[src/sv/fvam_pkg.sv]
// ----------------------------------------------------------------------------
// fvam_pkg: shared types and helpers for the binary32 add/mul/madd pipeline
// Operation codes, the adder stage payload struct and small rounding helpers.
// ----------------------------------------------------------------------------
package fvam_pkg;

  typedef enum logic [1:0] {
    FUNC_ADD  = 2'd0,
    FUNC_MUL  = 2'd1,
    FUNC_MADD = 2'd2,
    FUNC_MADX = 2'd3
  } func_t;

  localparam logic [31:0] QNAN_DEFAULT = 32'hFFC0_0000;
  localparam logic [31:0] QUIET_BIT    = 32'h0040_0000;

  function automatic logic is_nan(input logic [31:0] x);
    return (x[30:23] == 8'hFF) && (x[22:0] != 23'd0);
  endfunction

  function automatic logic [31:0] nan_pick(input logic [31:0] x, input logic [31:0] y);
    return is_nan(x) ? (x | QUIET_BIT) : (y | QUIET_BIT);
  endfunction

  // Shift right with sticky jam of lost bits.
  function automatic logic [31:0] jam_right(input logic [31:0] v, input logic [9:0] amt);
    logic [63:0] w;
    begin
      if (amt == 10'd0) return v;
      if (amt < 10'd31) begin
        w = {v, 32'd0} >> amt;
        return w[63:32] | {31'd0, (w[31:0] != 32'd0)};
      end
      return {31'd0, (v != 32'd0)};
    end
  endfunction

  // Leading zero count of a 32-bit word (32 when zero).
  function automatic logic [5:0] lzc32(input logic [31:0] v);
    logic [5:0] n;
    logic       hit;
    begin
      n = 6'd32;
      hit = 1'b0;
      for (int i = 31; i >= 0; i--) begin
        if (!hit && v[i]) begin
          n = 6'(31 - i);
          hit = 1'b1;
        end
      end
      return n;
    end
  endfunction

  // Final rounding and packing; sig leading one at bit 30.
  function automatic logic [31:0] round_pack(input logic s, input logic signed [10:0] e_in,
                                              input logic [31:0] sig_in);
    logic [31:0]        sig;
    logic signed [10:0] e;
    logic [6:0]         rbits;
    logic [32:0]        sum;
    logic [31:0]        r;
    begin
      sig = sig_in;
      e = e_in;
      if (e < 0) begin
        sig = jam_right(sig, 10'(-e));
        e = '0;
      end else if (e > 11'sd253 ||
                   (e == 11'sd253 && ({1'b0, sig} + 33'h40) >= 33'h8000_0000)) begin
        return {s, 31'h7F80_0000};
      end
      rbits = sig[6:0];
      sum = ({1'b0, sig} + 33'h40) >> 7;
      r = sum[31:0];
      if (rbits == 7'h40) r[0] = 1'b0;
      if (r == 32'd0) e = '0;
      return {s, 31'd0} + {1'b0, e[7:0], 23'd0} + r;
    end
  endfunction

  // Add front end result: special case or aligned operands.
  typedef struct packed {
    logic        vld;
    logic        last;
    logic        spec;
    logic [31:0] spec_val;
    logic        sa;
    logic        sub;
    logic [7:0]  ea;
    logic [31:0] ma;
    logic [31:0] mb;
  } add_st_t;

endpackage

[src/sv/fvam_fadd.sv]
// ----------------------------------------------------------------------------
// fvam_fadd: pipelined binary32 adder
// Four stages: align, add, normalize, round. One beat in per cycle.
// ----------------------------------------------------------------------------
module fvam_fadd
  import fvam_pkg::*;
(
  input  logic        clk,
  input  logic        rst,
  input  logic        in_vld,
  input  logic        in_last,
  input  logic [31:0] in_a,
  input  logic [31:0] in_b,
  output logic        out_vld,
  output logic        out_last,
  output logic [31:0] out_val
);

  // Stage 1: specials, swap, align
  add_st_t s1, s1_next;

  always_comb begin
    logic [31:0] a, b;
    logic [7:0]  ea, eb;
    logic [31:0] ma, mb;
    s1_next = '0;
    s1_next.vld = in_vld;
    s1_next.last = in_last;
    a = in_a;
    b = in_b;
    if (is_nan(a) || is_nan(b)) begin
      s1_next.spec = 1'b1;
      s1_next.spec_val = nan_pick(a, b);
    end else if (a[30:23] == 8'hFF) begin
      s1_next.spec = 1'b1;
      s1_next.spec_val = (b[30:23] == 8'hFF && a[31] != b[31]) ? QNAN_DEFAULT : a;
    end else if (b[30:23] == 8'hFF) begin
      s1_next.spec = 1'b1;
      s1_next.spec_val = b;
    end
    if (in_b[30:0] > in_a[30:0]) begin
      a = in_b;
      b = in_a;
    end
    ea = a[30:23];
    eb = b[30:23];
    ma = {9'd0, a[22:0]};
    mb = {9'd0, b[22:0]};
    if (ea != 8'd0) ma[23] = 1'b1; else ea = 8'd1;
    if (eb != 8'd0) mb[23] = 1'b1; else eb = 8'd1;
    s1_next.sa = a[31];
    s1_next.sub = a[31] ^ b[31];
    s1_next.ea = ea;
    s1_next.ma = ma << 7;
    s1_next.mb = jam_right(mb << 7, {2'd0, ea - eb});
  end

  always_ff @(posedge clk) begin
    if (rst) s1 <= '0;
    else     s1 <= s1_next;
  end

  // Stage 2: add or subtract magnitudes
  logic        s2_vld, s2_last, s2_spec, s2_sa, s2_sub;
  logic [31:0] s2_spec_val, s2_m;
  logic [7:0]  s2_ea;

  always_ff @(posedge clk) begin
    if (rst) s2_vld <= 1'b0;
    else     s2_vld <= s1.vld;
    s2_last <= s1.last;
    s2_spec <= s1.spec;
    s2_spec_val <= s1.spec_val;
    s2_sa <= s1.sa;
    s2_sub <= s1.sub;
    s2_ea <= s1.ea;
    s2_m <= s1.sub ? (s1.ma - s1.mb) : (s1.ma + s1.mb);
  end

  // Stage 3: normalize
  logic               s3_vld, s3_last, s3_done, s3_s;
  logic [31:0]        s3_val, s3_m;
  logic signed [10:0] s3_e;

  always_ff @(posedge clk) begin
    logic [5:0]  lz;
    logic [5:0]  sh;
    logic [7:0]  lim;
    if (rst) s3_vld <= 1'b0;
    else     s3_vld <= s2_vld;
    s3_last <= s2_last;
    s3_s <= s2_sa;
    s3_done <= 1'b0;
    s3_val <= s2_spec_val;
    s3_m <= s2_m;
    s3_e <= 11'(s2_ea) - 11'sd1;
    lz = lzc32(s2_m);
    lim = s2_ea - 8'd1;
    if (s2_spec) begin
      s3_done <= 1'b1;
    end else if (s2_m == 32'd0) begin
      s3_done <= 1'b1;
      s3_val <= s2_sub ? 32'd0 : {s2_sa, 31'd0};
    end else if (s2_m[31]) begin
      s3_m <= jam_right(s2_m, 10'd1);
      s3_e <= 11'(s2_ea);
    end else begin
      sh = lz - 6'd1;
      if ({2'd0, sh} > lim) sh = lim[5:0];
      s3_m <= s2_m << sh;
      s3_e <= 11'(s2_ea) - 11'sd1 - 11'(sh);
    end
  end

  // Stage 4: round and pack
  always_ff @(posedge clk) begin
    if (rst) out_vld <= 1'b0;
    else     out_vld <= s3_vld;
    out_last <= s3_last;
    out_val <= s3_done ? s3_val : round_pack(s3_s, s3_e, s3_m);
  end

endmodule

[src/sv/fvam_fmul.sv]
// ----------------------------------------------------------------------------
// fvam_fmul: pipelined binary32 multiplier
// Four stages: unpack and normalize, multiply, adjust, round. Extra payload
// (operation, operands and addend) rides along for the following adder.
// ----------------------------------------------------------------------------
module fvam_fmul
  import fvam_pkg::*;
(
  input  logic        clk,
  input  logic        rst,
  input  logic        in_vld,
  input  logic        in_last,
  input  logic [1:0]  in_func,
  input  logic [31:0] in_a,
  input  logic [31:0] in_b,
  input  logic [31:0] in_c,
  output logic        out_vld,
  output logic        out_last,
  output logic [1:0]  out_func,
  output logic [31:0] out_a,
  output logic [31:0] out_b,
  output logic [31:0] out_c,
  output logic [31:0] out_prod
);

  // Stage 1: specials and subnormal normalization
  logic               s1_vld, s1_last, s1_spec, s1_s;
  logic [1:0]         s1_func;
  logic [31:0]        s1_a, s1_b, s1_c, s1_spec_val;
  logic [23:0]        s1_fa, s1_fb;
  logic signed [10:0] s1_e;

  always_ff @(posedge clk) begin
    logic [7:0]  ea, eb;
    logic [22:0] fa, fb;
    logic [23:0] na, nb;
    logic [5:0]  la, lb;
    logic        sz;
    ea = in_a[30:23];
    eb = in_b[30:23];
    fa = in_a[22:0];
    fb = in_b[22:0];
    sz = in_a[31] ^ in_b[31];
    if (rst) s1_vld <= 1'b0;
    else     s1_vld <= in_vld;
    s1_last <= in_last;
    s1_func <= in_func;
    s1_a <= in_a;
    s1_b <= in_b;
    s1_c <= in_c;
    s1_s <= sz;
    s1_spec <= 1'b1;
    if (is_nan(in_a) || is_nan(in_b))       s1_spec_val <= nan_pick(in_a, in_b);
    else if (ea == 8'hFF)
      s1_spec_val <= ({eb, fb} == 31'd0) ? QNAN_DEFAULT : {sz, 31'h7F80_0000};
    else if (eb == 8'hFF)
      s1_spec_val <= ({ea, fa} == 31'd0) ? QNAN_DEFAULT : {sz, 31'h7F80_0000};
    else if ({ea, fa} == 31'd0 || {eb, fb} == 31'd0) s1_spec_val <= {sz, 31'd0};
    else begin
      s1_spec <= 1'b0;
      s1_spec_val <= '0;
    end
    la = lzc32({9'd0, fa}) - 6'd8;
    lb = lzc32({9'd0, fb}) - 6'd8;
    if (ea == 8'd0) na = {1'b0, fa} << la; else na = {1'b1, fa};
    if (eb == 8'd0) nb = {1'b0, fb} << lb; else nb = {1'b1, fb};
    if (ea == 8'd0) la = la; else la = 6'd0;
    if (eb == 8'd0) lb = lb; else lb = 6'd0;
    s1_fa <= na | 24'h80_0000;
    s1_fb <= nb | 24'h80_0000;
    s1_e <= ((ea == 8'd0) ? 11'sd1 : 11'(ea)) - 11'(la)
          + ((eb == 8'd0) ? 11'sd1 : 11'(eb)) - 11'(lb) - 11'sd127;
  end

  // Stage 2: 24x24 multiply
  logic               s2_vld, s2_last, s2_spec, s2_s;
  logic [1:0]         s2_func;
  logic [31:0]        s2_a, s2_b, s2_c, s2_spec_val;
  logic [47:0]        s2_p;
  logic signed [10:0] s2_e;

  always_ff @(posedge clk) begin
    if (rst) s2_vld <= 1'b0;
    else     s2_vld <= s1_vld;
    s2_last <= s1_last;
    s2_func <= s1_func;
    s2_a <= s1_a;
    s2_b <= s1_b;
    s2_c <= s1_c;
    s2_spec <= s1_spec;
    s2_spec_val <= s1_spec_val;
    s2_s <= s1_s;
    s2_e <= s1_e;
    s2_p <= s1_fa * s1_fb;
  end

  // Stage 3: form sticky significand and adjust exponent
  logic               s3_vld, s3_last, s3_spec, s3_s;
  logic [1:0]         s3_func;
  logic [31:0]        s3_a, s3_b, s3_c, s3_spec_val, s3_m;
  logic signed [10:0] s3_e;

  always_ff @(posedge clk) begin
    logic [31:0] mz;
    // product of (fa<<7)*(fb<<8) is p<<15; top 32 bits are p[47:17]
    mz = {1'b0, s2_p[47:17]} | {31'd0, (s2_p[16:0] != 17'd0)};
    if (rst) s3_vld <= 1'b0;
    else     s3_vld <= s2_vld;
    s3_last <= s2_last;
    s3_func <= s2_func;
    s3_a <= s2_a;
    s3_b <= s2_b;
    s3_c <= s2_c;
    s3_spec <= s2_spec;
    s3_spec_val <= s2_spec_val;
    s3_s <= s2_s;
    if (!mz[30]) begin
      s3_m <= mz << 1;
      s3_e <= s2_e - 11'sd1;
    end else begin
      s3_m <= mz;
      s3_e <= s2_e;
    end
  end

  // Stage 4: round and pack
  always_ff @(posedge clk) begin
    if (rst) out_vld <= 1'b0;
    else     out_vld <= s3_vld;
    out_last <= s3_last;
    out_func <= s3_func;
    out_a <= s3_a;
    out_b <= s3_b;
    out_c <= s3_c;
    out_prod <= s3_spec ? s3_spec_val : round_pack(s3_s, s3_e, s3_m);
  end

endmodule

[src/sv/float_vector_add_mul_madd_top.sv]
// ----------------------------------------------------------------------------
// float_vector_add_mul_madd_top: element-wise binary32 add / mul / madd
// Streams one element per cycle through a multiplier and an adder pipeline.
// ----------------------------------------------------------------------------
// A new element is taken on every cycle that start is high (busy is always
// low). Each result passes through the four-stage multiplier and then the
// four-stage adder, with done high for one cycle and last_out carried along;
// a plain multiply rides an equally deep bypass beside the adder, so results
// leave in order. The receiver cannot stall.
// Multiply-add rounds the product, then the sum (not fused).
module float_vector_add_mul_madd_top
  import fvam_pkg::*;
(
  input  logic        clk,
  input  logic        rst,
  input  logic        start,
  output logic        busy,
  input  logic [1:0]  func,
  input  logic [31:0] operand_a,
  input  logic [31:0] operand_b,
  input  logic [31:0] addend_c,
  input  logic        last_in,
  output logic        done,
  output logic [31:0] result_value,
  output logic        last_out
);

  logic        m_vld, m_last;
  logic [1:0]  m_func;
  logic [31:0] m_a, m_b, m_c, m_prod;
  logic        a_in_vld, a_vld, a_last, m_is_mul;
  logic [31:0] a_x, a_y, a_val;

  assign busy = 1'b0;

  fvam_fmul u_mul (
    .clk(clk), .rst(rst), .in_vld(start), .in_last(last_in), .in_func(func),
    .in_a(operand_a), .in_b(operand_b), .in_c(addend_c),
    .out_vld(m_vld), .out_last(m_last), .out_func(m_func),
    .out_a(m_a), .out_b(m_b), .out_c(m_c), .out_prod(m_prod)
  );

  // Select adder operands; a plain multiply's adder result is discarded and the product is bypassed below
  always_comb begin
    a_x = m_prod;
    a_y = m_c;
    if (func_t'(m_func) == FUNC_ADD) begin
      a_x = m_a;
      a_y = m_b;
    end
  end
  assign a_in_vld = m_vld;

  fvam_fadd u_add (
    .clk(clk), .rst(rst), .in_vld(a_in_vld), .in_last(m_last),
    .in_a(a_x), .in_b(a_y),
    .out_vld(a_vld), .out_last(a_last), .out_val(a_val)
  );

  // Carry the plain product alongside the adder to keep order
  logic [3:0]  byp_mul;
  logic [31:0] byp_val [4];

  always_ff @(posedge clk) begin
    if (rst) byp_mul <= '0;
    else     byp_mul <= {byp_mul[2:0], m_vld && func_t'(m_func) == FUNC_MUL};
    byp_val[0] <= m_prod;
    for (int i = 1; i < 4; i++) byp_val[i] <= byp_val[i-1];
  end
  assign m_is_mul = byp_mul[3];

  assign done = a_vld;
  assign last_out = a_last;
  assign result_value = m_is_mul ? byp_val[3] : a_val;

  // A result beat never appears without a matching earlier start beat
  a_done_src: assert property (@(posedge clk) disable iff (rst)
    done |-> $past(start, 8)) else $error("result without matching start");

  // The multiply bypass only marks a beat that is actually leaving
  a_byp: assert property (@(posedge clk) disable iff (rst)
    m_is_mul |-> done) else $error("bypass flag without result");

  // Every start produces a result, barring a reset in between
  a_start_done: assert property (@(posedge clk) disable iff (rst)
    start |-> ##8 (done || $past(rst, 1) || $past(rst, 2) || $past(rst, 3) || $past(rst, 4)
                || $past(rst, 5) || $past(rst, 6) || $past(rst, 7)))
    else $error("start lost in pipeline");

endmodule
[config.mk]
export PLATFORM = sky130hd
export DESIGN_NAME = float_vector_add_mul_madd_top
export DESIGN_NICKNAME = d
export VERILOG_FILES = /design/src/sv/fvam_pkg.sv /design/src/sv/fvam_fadd.sv /design/src/sv/fvam_fmul.sv /design/src/sv/float_vector_add_mul_madd_top.sv
export SDC_FILE = /design/constraint.sdc
export NUM_CORES = 2
export LEC_CHECK = 0
export ABC_AREA = 1
export BUFFER_PORTS_ARGS = -buffer_cell sky130_fd_sc_hd__buf_2
export CORE_UTILIZATION = 45
export DETAILED_ROUTE_END_ITERATION = 10
export PLACE_DENSITY_LB_ADDON = 0.2
export SLEW_MARGIN = 20
export SYNTH_ARGS = -nofsm -noshare
export SYNTH_HDL_FRONTEND = slang
export SYNTH_HIERARCHICAL = 1
export SYNTH_SLANG_ARGS = --single-unit
[constraint.sdc]
create_clock -name clk -period 7.6 [get_ports clk]
set_clock_uncertainty 0.2 [all_clocks]
set_input_delay 0.38 -clock clk [delete_from_list [all_inputs] [get_ports clk]]
set_output_delay 0.38 -clock clk [all_outputs]
set_load 0.02 [all_outputs]
-- Word level (Yosys, flattened, before mapping)
Memory sizes are Yosys's and may differ from the RTL's.
Index checks and enable logic that the tools add are counted.
- div/mod/pow operators: 0
- eq/ne operators: 10
- shift-type cells: 6
- add/subtract/negate cells: 24
- order comparisons: 11
- reductions and logical operators: 189
- bitwise logic cells: 7
- multiplexer cells: 251
- multipliers: 1
- operators with widths (cell ; number):
    $mux 32 ; 44
    $mux 6 ; 84
    $reduce_bool 32->1 ; 7
    $add 32x7->33 const B ; 4
    $shr 64x10->64 ; 2
    $mux 1 ; 103
    $mux 33 ; 3
    $logic_not 32->1 ; 3
    $or 32x1->32 ; 3
    $reduce_bool 23->1 ; 4
    $logic_and 1x1->1 ; 83
    $mux 8 ; 10
    $logic_not 1->1 ; 75
    $ge 33x32->1 const B ; 2
    $add 32x26->32 ; 2
    $add 32x31->32 ; 2
    $shr 63x8->64 ; 1
    $logic_not 31->1 ; 2
    $or 31x1->31 ; 2
    $mul 24x24->48 ; 1
    $mux 23 ; 2
    $shl 23x6->23 ; 2
    $mux 11 ; 4
    $sub 11x6->11 ; 3
    other kinds (32) ; 51
- bits in latches: 0
- output and inout bits: 35
- flip-flop bits (word level): 996
- logic and storage cells: 572
- ROM bits: 0
- memories kept: 1
- RAM bits: 128
- memory list (memory ; words ; bits a word ; read ports ; clocked after Yosys merged registers in ; wr ports ; line ; text):
    byp_val ; 4 ; 32 ; 4 ; 0 ; 4 ; float_vector_add_mul_madd_top.sv:62 ; logic [31:0] byp_val [4];

-- Depth between registers and ports, before layout
- depth in word-level cells: 104
- depth in mapped cells: 55
- gate-level depth less buffers: 51

-- Hierarchy
Netlist, hierarchy kept.
- by module, submodules not included (module ; area each (sq um) ; sequential area each (sq um) ; times used ; cells an instance):
    fvam_fmul ; 41463.5 ; 13853.3 ; 1 ; 4868
    fvam_fadd ; 21371.7 ; 5785.5 ; 1 ; 3425
    float_vector_add_mul_madd_top ; 4088.9 ; 2642.5 ; 1 ; 458

-- Worst setup path after synthesis
No wires, ideal clock.
- kind: register to register
- start point: register u_mul.s1_fa[13]
- end point: register u_mul.s2_p[44]
- slack: 804 ps
- stages on the path, launching flop included: 31
- library setup time: 72 ps
- data arrival time: 6525 ps
- cells stage by stage: dfxtp_1 clkbuf_1 nand2_1 fa_1 inv_1 fa_1 fa_1 inv_1 fa_1 fa_1 inv_1 fa_1 fa_1 ha_1 nand2_1 o21ai_0 a21oi_1 nor2_1 nor2_1 o311ai_0 a21oi_1 inv_1 nand2_1 o211ai_1 nand2_1 nand2_1 nand2_1 nand2_1 nand3_1 nand2_1 xor2_1
- longest elaborated chain between the ends: 1
- ends and longest elaborated chain (item ; line ; text):
    start, declared ; fvam_fmul.sv:30 ; logic [23:0] s1_fa, s1_fb;
    start signal, assigned ; fvam_fmul.sv:69 ; s1_fa <= na | 24'h80_0000;
    $mul 24x24->48 ; fvam_fmul.sv:94 ; s2_p <= s1_fa * s1_fb;
    end signal, assigned ; fvam_fmul.sv:94 ;
    end, declared ; fvam_fmul.sv:79 ; logic [47:0] s2_p;
Every way passes these cells.
A chain may end at the register's enable or synchronous reset.

-- Worst setup path after layout
- start point: register u_mul.s1_fb[2]
- end point: register u_mul.s2_p[44]
- longest elaborated chain between the ends: 1
- ends and longest elaborated chain (item ; line ; text):
    start, declared ; fvam_fmul.sv:30 ;
    start signal, assigned ; fvam_fmul.sv:70 ; s1_fb <= nb | 24'h80_0000;
    $mul 24x24->48 ; fvam_fmul.sv:94 ;
Every way passes these cells.

==> impl_results.md <==
- Worst slew pin tran: ~1200 ps
- Nets@finish: 10.07k
- Cell mode on critical path: nand2_1
- Final wirelength: 233100 µm
- Hold_ws: 49.82 ps
- H-tree Lvls: 3
- Num CTS Buffers: 111
- ANT nets after route: 0
- Multiplexer area fraction after synthesis: 0.001346
- Area share of and/or/nand/nor cells after synthesis: 0.2507
- # rows: 141
- Die Y: 387.6 µm
- Core ar.: between 0.1 and 0.15 mm²
- Final setup violation count: 0
- Sequential share of the synthesized area: 0.3329
- Initial DRT Pass Iterations: 7
- Main combinational cell family by area after synthesis: simple AND/OR/NAND/NOR gates
- CTS tree: yes
- Die width: 387.6 µm
- Vias: 59.62k
- Fmax achieved: about 0.14 GHz
- Critical Path Start Type: flop
- Detailed-placement wirelength estimate: between 150000 and 200000 µm
- Synthesized instance count: a little under 9k
- Asr flop ratio synth: 0
- Fin. max-slew vios: 0
- Gr usage total: 0.3055
- Synth Flop Type: dfxtp_1
- Antenna violations before repair: 20
- Top reg by flops: byp_val
- Synth Cell Area: around 0.067 mm²
- Layout cells sized above 1: 0.1070
- First-iteration detailed-routing DRC count: 5035
- Endpoints failing hold: 0
- Slowest stage delay, CP: approximately 570 ps
- Slowest CP cell: fa_1
- CP Class: flop to flop
- Largest area contributor in the netlist: dfxtp_1
- Critical path endpoint category: flop
- Count of cell types in the netlist: a little under 80
- Fillers: around 14k
- Worst Path Required: 8060 ps
- Rel. slew slack: 0.2161
- Routed len/inst: between 20 and 25 µm
- Largest register FFs: between 100 and 150
- Synth top area cells: dfxtp_1 33%, fa_1 15%, nand2_1 12%
- Crit path max fanout: 9
- First-pass GRT wire length: 351800 µm
- Mean number of vias per cell: 5.323
- Vias in the first global route: 58.65k
- Worst Path Buf+Inv: 6
- Synth Register Bits: 1113
- Overflow after GRT: 0
- Clock-pin slew on the worst setup and hold paths: approximately 60 ps
- IO Pins: 137
- Status: finished clean
- Min-delay worst type: input port to flop
- Commonest cells post-synth: 2162 x nand2_1, 1384 x inv_1, 1113 x dfxtp_1, 781 x nand3_1, 510 x o21ai_0
- Top-area cell type share of the netlist area: 0.3329
- CP top delay family: adder cells
- Adder-cell share of the synthesized area: 0.2045
- Pin count of the biggest net entering global routing: 66
- Worst-Skew Late Latency: approximately 800 ps
- Die area: 0.1503 mm²
- GPL Wtd Cong: 1.007
- Area growth from synthesis to layout: 15.25%
- Compound-cell area share of the yosys netlist: 0.08929
- Largest regs: byp_val: 128 flops, u_add/s1: 100 flops, u_mul/s2_p: 48 flops
- Starting Density: 0.4532
- Fin crit share: 0.9635
- Clock period minus worst slack: 7322 ps
- Top-count cell post-synth: nand2_1
- CTS root buf: clkbuf_16
- Syn Nets: 9650
- Syn. warnings: 6
- WP data arrival: 7780 ps
- Syn Area/Cell: approximately 7.6 µm²
- Synth Area in XOR/XNOR: 0.01608
- Number of synthesized flops with an enable pin: 0
- I/O Buffers: 135
- Bufs on Longest Clock Path: 3
- DRC: 0
- CTS sink cnt: 1113
- Total of max-cap violations: 0
## cell families (layout without fill, tap and decap cells)
kind of cell,count (synthesis),after routing
AOI/OAI and AO/OA,1066,1066
xor gates and xnor gates,122,122
adders and majority gates,797,797
buffers and inverters,1799,2311
DFF,1113,1113
muxes,9,9
other,2,8
and+or+nand+nor,3843,3843
## tightest hold or removal path: cells and delay by family
kind / cells / cell delay (ps)
AND/OR/NAND/NOR: 1 / 180
buffers and inverters: 2 / 420
## cell type report
cell class / count / area, µm² / share of cell area
multi-input cells: 5839 / 37780 / 0.4899
repair buffers: 686 / 5240 / 0.06794
inverters: 1422 / 5345 / 0.06930
clock buffers: 147 / 3173 / 0.04114
clock inverters: 56 / 845.8 / 0.01097
flip-flops and latches: 1113 / 22310 / 0.2893
diodes: 6 / 15.01 / 0.0001947
well taps: 1930 / 2415 / 0.03131
## path summary, 6_finish.rpt
path,start,endpoint,slack [ps],cells past startpoint
min,rst,u_add/s1[107]$_SDFF_PP0_,50,3
min reg2reg,u_mul/s1_a[28]$_DFF_P_,u_mul/s2_a[28]$_DFF_P_,50,0
max,u_mul/s1_fb[2]$_DFF_P_,u_mul/s2_p[44]$_DFF_P_,280,31
max reg2reg,u_mul/s1_fb[2]$_DFF_P_,u_mul/s2_p[44]$_DFF_P_,280,31
## metal layers
layer | track usage | wire length (µm) | share of wire
met1 | 0.3681 | 93180 | 0.40
met2 | 0.5199 | 111200 | 0.48
met3 | 0.04492 | 14470 | 0.062
met4 | 0.1742 | 14120 | 0.061
met5 | 0 | 102 | 0.00044
## what timing repair did
action	in CTS	in global routing
endpoints found under the setup margin	3	35
hold endpoints to repair	163	0
setup buffers	0	3
pin swaps	0	5
gates resized for setup	4	53
hold buffers	110	0
## metrics by stage
step                std cells    util  TNS, ps  setup slack, ps  cell area (µm²)
detailed placement      10877  0.4865   -16.94           -16.94            71840
finish                  11199  0.5223        0            277.7            77130
global route            11195  0.5223   -127.9           -45.74            77120
global placement        10877  0.4865   -31.93           -31.93            71840
CTS                     11190  0.5212        0            79.59            76960
floorplan                8751       -        0            803.7            66920
## placed cells by master, fill, tap and decap left out, types with 89 or more instances in the layout
cell type      Yosys  routed
inv_1           1384    1384
buf_4             16     426
dfxtp_1         1113    1095
nand4_1          183     183
clkbuf_16          0     111
nor2_1           422     418
xor2_1            91      89
dlygate4sd3_1      0     110
fa_1             495     495
buf_2             51     135
nand2_1         2162    2157
o21ai_0          510     498
a21oi_1          289     284
ha_1             302     301
nand3_1          781     779
Power is left out: the tool's default activity adds up to more than one toggle a clock period on the data nets, which glitch-free logic cannot reach.
